===== src/hw/rtl/subnet_rule_link_classifier_core_defines.svh =====
// ----------------------------------------------------------------------------
// Subnet rule link classifier assertion macros
// Shared concurrent assertion forms for the classifier RTL.
// ----------------------------------------------------------------------------
`ifndef SUBNET_RULE_LINK_CLASSIFIER_CORE_DEFINES_SVH
`define SUBNET_RULE_LINK_CLASSIFIER_CORE_DEFINES_SVH

// The consequent must hold in the same cycle as the antecedent.
`define SRLC_ASSERT_SAME(label, clk, rst, ante, cons) \
   label: assert property (@(posedge clk) disable iff (rst) (ante) |-> (cons)) \
      else $error("srlc: same-cycle check failed");

// The consequent must hold in the cycle after the antecedent.
`define SRLC_ASSERT_NEXT(label, clk, rst, ante, cons) \
   label: assert property (@(posedge clk) disable iff (rst) (ante) |=> (cons)) \
      else $error("srlc: next-cycle check failed");

`endif


===== src/hw/rtl/srlc_pkg.sv =====
// ----------------------------------------------------------------------------
// srlc_pkg
// Types, codes and helper functions of the subnet rule link classifier.
// ----------------------------------------------------------------------------
`default_nettype none

package srlc_pkg;

   typedef enum logic [1:0] {
      ACT_WRITE_RULE = 2'd0,
      ACT_COLOR_QUERY = 2'd1,
      ACT_LEVEL_QUERY = 2'd2,
      ACT_NONE = 2'd3
   } action_type;

   localparam logic [1:0] KIND_PLAIN = 2'd1;
   localparam logic [1:0] KIND_NESTED = 2'd2;

   localparam logic [1:0] COLOR_NONE = 2'd0;
   localparam logic [1:0] COLOR_PLAIN = 2'd1;
   localparam logic [1:0] COLOR_NESTED = 2'd2;

   localparam logic [5:0] LEVEL_FULL = 6'd32;

   typedef struct packed {
      logic [1:0] action;
      logic [6:0] rule_index;
      logic [1:0] rule_kind;
      logic [31:0] rule_prefix;
      logic [4:0] outer_prefix_len;
      logic [4:0] inner_prefix_len;
      logic [31:0] addr_a;
      logic [31:0] addr_b;
      logic [1:0] color_in;
   } req_type;

   typedef struct packed {
      logic [1:0] color;
      logic [5:0] level;
   } rsp_type;

   // One stored rule, 44 bits wide.
   typedef struct packed {
      logic [1:0] kind;
      logic [31:0] prefix;
      logic [4:0] outer_len;
      logic [4:0] inner_len;
   } rule_type;

   typedef enum logic [1:0] {
      ST_IDLE,
      ST_WALK,
      ST_DRAIN,
      ST_DONE
   } state_type;

   // Control from the sequencer to the rule evaluator.
   typedef struct packed {
      logic clear;
      logic update;
   } eval_ctl_type;

   // Network mask for a prefix length; length zero leaves no network bits.
   function automatic logic [31:0] net_mask(input logic [4:0] len);
      net_mask = ~(32'hFFFF_FFFF >> len);
   endfunction

   // Host-bit level for a prefix length.
   function automatic logic [5:0] host_level(input logic [4:0] len);
      host_level = LEVEL_FULL - {1'b0, len};
   endfunction

endpackage

`default_nettype wire


===== src/hw/rtl/srlc_rule_eval.sv =====
// ----------------------------------------------------------------------------
// srlc_rule_eval
// Matches one rule per cycle against the held query and accumulates the answer.
// ----------------------------------------------------------------------------
`default_nettype none

module srlc_rule_eval
   import srlc_pkg::*;
(
   input wire logic clock,
   input wire eval_ctl_type ctl,
   input wire req_type query,
   input wire rule_type rule,
   output rsp_type result
);

   logic [31:0] addr_a_ff;
   logic [31:0] addr_b_ff;
   logic [1:0] color_in_ff;
   logic is_color_ff;
   logic [1:0] best_ff;
   logic [1:0] best_in;
   logic [5:0] level_ff;
   logic [5:0] level_in;

   logic [31:0] outer_mask;
   logic [31:0] inner_mask;
   logic match_a;
   logic match_b;
   logic same_inner;
   logic [5:0] cand_level;
   logic kind_hit;

   always_comb begin
      outer_mask = net_mask(rule.outer_len);
      inner_mask = net_mask(rule.inner_len);
      match_a = (addr_a_ff & outer_mask) == rule.prefix;
      match_b = (addr_b_ff & outer_mask) == rule.prefix;
      same_inner = (addr_a_ff & inner_mask) == (addr_b_ff & inner_mask);
      cand_level = (color_in_ff == KIND_PLAIN) ? host_level(rule.outer_len)
                                               : host_level(rule.inner_len);
      kind_hit = (rule.kind == color_in_ff) &&
                 ((color_in_ff == KIND_PLAIN) || (color_in_ff == KIND_NESTED));

      best_in = best_ff;
      level_in = level_ff;
      if (ctl.clear) begin
         best_in = COLOR_NONE;
         level_in = (query.color_in == COLOR_NONE) ? LEVEL_FULL : 6'd0;
      end else if (ctl.update) begin
         // A nested hit is final, so it is never downgraded by a plain one.
         if (match_a && match_b && (best_ff != COLOR_NESTED)) begin
            if ((rule.kind == KIND_NESTED) && same_inner) begin
               best_in = COLOR_NESTED;
            end else if (rule.kind == KIND_PLAIN) begin
               best_in = COLOR_PLAIN;
            end
         end
         if (kind_hit && match_a && (cand_level > level_ff)) begin
            level_in = cand_level;
         end
      end
   end

   always_ff @(posedge clock) begin
      if (ctl.clear) begin
         addr_a_ff <= query.addr_a;
         addr_b_ff <= query.addr_b;
         color_in_ff <= query.color_in;
         is_color_ff <= (query.action == ACT_COLOR_QUERY);
      end
      best_ff <= best_in;
      level_ff <= level_in;
   end

   always_comb begin
      if (is_color_ff) begin
         result.color = best_ff;
         result.level = 6'd0;
      end else begin
         result.color = COLOR_NONE;
         result.level = level_ff;
      end
   end

endmodule

`default_nettype wire


===== config.mk =====
export PLATFORM = sky130hd
export DESIGN_NAME = srlc_rule_eval
export DESIGN_NICKNAME = d
export VERILOG_FILES = /design/src/hw/rtl/subnet_rule_link_classifier_core_defines.svh /design/src/hw/rtl/srlc_pkg.sv /design/src/hw/rtl/srlc_rule_eval.sv
export SDC_FILE = /design/constraint.sdc
export NUM_CORES = 1
export LEC_CHECK = 0
export ABC_AREA = 1
export BUFFER_PORTS_ARGS = -buffer_cell sky130_fd_sc_hd__buf_2
export CAP_MARGIN = 20
export CELL_PAD_IN_SITES_DETAIL_PLACEMENT = 0
export CELL_PAD_IN_SITES_GLOBAL_PLACEMENT = 2
export CORE_MARGIN = 1.5
export CORE_UTILIZATION = 27
export CTS_CLUSTER_DIAMETER = 100
export CTS_CLUSTER_SIZE = 25
export DETAILED_ROUTE_END_ITERATION = 7
export MAX_ROUTING_LAYER = met4
export PLACE_DENSITY_LB_ADDON = 0.1
export SETUP_SLACK_MARGIN = 0.4
export SYNTH_ARGS = -nofsm -noshare
export SYNTH_HDL_FRONTEND = slang
export SYNTH_SLANG_ARGS = --single-unit

===== constraint.sdc =====
create_clock -name clock -period 3.88 [get_ports clock]
set_input_delay 0 -clock clock [delete_from_list [all_inputs] [get_ports clock]]
set_output_delay 0 -clock clock [all_outputs]
set_load 0.005 [all_outputs]

==> impl_results.md <==
- Status: completed
- CTS Buf Count: 9
- Fin. max-slew vios: 0
- Post-layout worst setup margin: 782 ps
- Clock net sink count: 73
- Detailed placer's ending HPWL: 13200 um
- DP Cell Count: 995
- YS warnings: 0
- Rel. slew slack: 40.6%
- Asr flop ratio synth: 0%
- CP endpoint kind: flip-flop
- GR Util met3: 3.35%
- Top-count cell post-synth: nand2_1
- Clock buffer depth: 2
- Number of cell rows: 48
- Slowest cell on the critical path: edfxtp_1
- Arr. time, crit path: 3150 ps
- Die width: 137 um
- DRC violation count after routing: 0
- Die H: 137 um
- Skew final: 7.34 ps
- Synth Area per Inst: 7.43 um^2
- Top cells by count, synth: 230 x nand2_1, 80 x nor2_1, 71 x edfxtp_1
- Vias per cell: 4.47
- Worst path bufs/invs: 4
- Total grt overflow: 0
- GRT Max-Usage Layer: met2
- DRT Wirelength: 16700 um
- Seq. cell area: 0.00217 mm^2
- Cell Area, Placed: 0.00574 mm^2
- Crit start category: flip-flop
- Syn Std Cell Area: 0.00487 mm^2
- Tmin final: 3100 ps
- Delay-heaviest family, CP: adder cells
- Ys flop type: edfxtp_1
- Seq cells post-synth: 73
- Starting Density: 27.9%
- WHS: 118 ps
- Final GP Congestion: 0.827
- Initial DRC Count: 250
- Core ar.: 0.0175 mm^2
- Worst Path Required: 3930 ps
- Die area: 0.0189 mm^2
- Final std cells w/o fill: 1076
- Crit Path Max Fanout: 10
- Met2 Resource Use GR: 31.0%
- Layout net count: 1020
- Cells after synthesis: 656
- Largest area contributor in the netlist: edfxtp_1
- Tot GR Track Use: 19.0%
- Multi-input gate area: 0.00241 mm^2
- Syn-to-layout area delta: 36.9%
- Hold/Removal Path Class: in2reg
- Number of diodes: 0
- Synth area leaders: edfxtp_1 44%, nand2_1 18%, xor2_1 7.0%, nand3_1 7.0%, nor2_1 6.2%
- Drt pass-1 iters: 5
- Register area share after synthesis: 44.6%
- Routing usage on met1: 24.0%
- Mapped Nets: 829
- Crit-path max cell delay: 400 ps
- Core Util, Final: 38.2%
- Period utilization: 79.8%
- Clk slew on worst S/H paths: 50 ps
- Leakage: 3.14 nW
- WL per Instance: 15.5 um
- Fin Setup TNS: 0 ps
- Pwr Total: 2.23 mW
- # fillers: 1849
- Worst slack, placed: 600 ps
- Antenna viol nets, final: 0
- RSZ-0062 raised after global routing: no
- Via Count: 4811
- Crit-path cells: inv_1 > ha_2 > nand2_1 > o21ai_1 > ha_1 > nand2_1 > nor2_1 > xor2_1 > inv_1 > ha_1 > nand2_1 > inv_1 > nand3_1 > o211ai_1 > nand4_1 > o21ai_0 > buf_4
- Layout cell share with drive strength beyond 1: 17.0%
- Setup CP Type: reg2reg
- Final setup viols: 0
- Design Area, Final: 0.00667 mm^2
- Synth top area share: 43.7%
- EDFF count, synth: 71
- Max Cap Violations: 0
- Vias in the first global route: 4699
- Num ports: 174
- Max VDD drop: 247 uV
- H-tree levels: 3
- CTS tree: yes
- First-pass GRT wire length: 25000 um
- P per Cell Area: 335 mW/mm^2
- FMAX: 323 MHz
- Worst-skew pair later-pin latency: 340 ps
- Clock Tree Root: clkbuf_16
- IO Port Bufs: 120
- Synth unique cells: 26
- Final hold vios: 0
- Worst Max-Slew Pin Slew: 887 ps
- Initial antenna violation count: 0
- Largest net degree at the start of global routing: 42
- Post CTS Setup Buffer Count: 0
[layer usage]
metal / part of all wire [%] / vias to the layer above / routed length (um)
met2: 47 / 117 / 7760
li1: - / 2527 / -
met1: 48 / 2154 / 7980
met5: 0 / - / 0
met3: 4.0 / 13 / 663
met4: 1.7 / 0 / 277
[area by class of cell]
type / count / area share, %
well taps: 225 / 4.22
clock inverters: 6 / 0.675
inverters: 71 / 3.99
repair buffers: 188 / 19.1
multi-input cells: 504 / 36.1
clock buffers: 9 / 3.38
flip-flops and latches: 73 / 32.6
[worst min-delay path: cells and delay by family]
family	cells	cell delay, ps
AOI/OAI and AO/OA	1	60
buffers and inverters	2	160
and+or+nand+nor	2	180
[cell usage in the layout, fill, tap and decap left out, types with 2 or more instances in the layout]
cell type,Yosys,layout
xnor2_1,3,3
buf_4,0,2
edfxtp_1,71,71
xor2_1,39,39
nand2_1,230,230
clkbuf_16,0,9
nor2_1,80,80
ha_1,7,6
o21ai_0,31,30
clkinv_1,2,2
inv_1,68,68
a21oi_1,10,10
dlygate4sd3_1,0,66
or2_2,3,3
nand4_1,22,22
nand3b_1,3,3
nand3_1,68,68
buf_2,4,120
clkinvlp_4,0,3
dfxtp_1,2,2
[final timing paths]
check	startpoint	to	slack [ps]	cells after the start
hold / removal	rule[42]	best_ff[0]	120	5
hold reg to reg	best_ff[0]	best_ff[0]	500	2
setup / recovery	color_in_ff[1]	level_ff[5]	780	17
setup reg to reg	color_in_ff[1]	level_ff[5]	780	17
[state kept, by name, summed over array words and instances (netlist names)]
register and count:
addr_b_ff 31, color_in_ff 2, level_ff 6, best_ff 2, is_color_ff 1, addr_a_ff 31
[logic make-up after synthesis]
family | share of synthesized area (%)
flip-flops | 44.6
AND/OR/NAND/NOR | 35.0
buffers and inverters | 6.19
AO/OA/AOI/OAI | 4.90
adder cells (fa/ha/maj) | 1.80
XOR/XNOR | 7.55
[what timing repair did]
action,4_1_cts,5_1_grt
resized for setup,0,3
endpoints found under the setup margin,0,6
hold buffers,66,0
endpoints found under the hold margin,66,0
[power breakdown]
part / internal (mW) / switching, mW
clock: 0.431 / 0.330
combinational: 0.204 / 0.278
sequential: 0.937 / 0.0535
(Power assumes the default switching activity.)
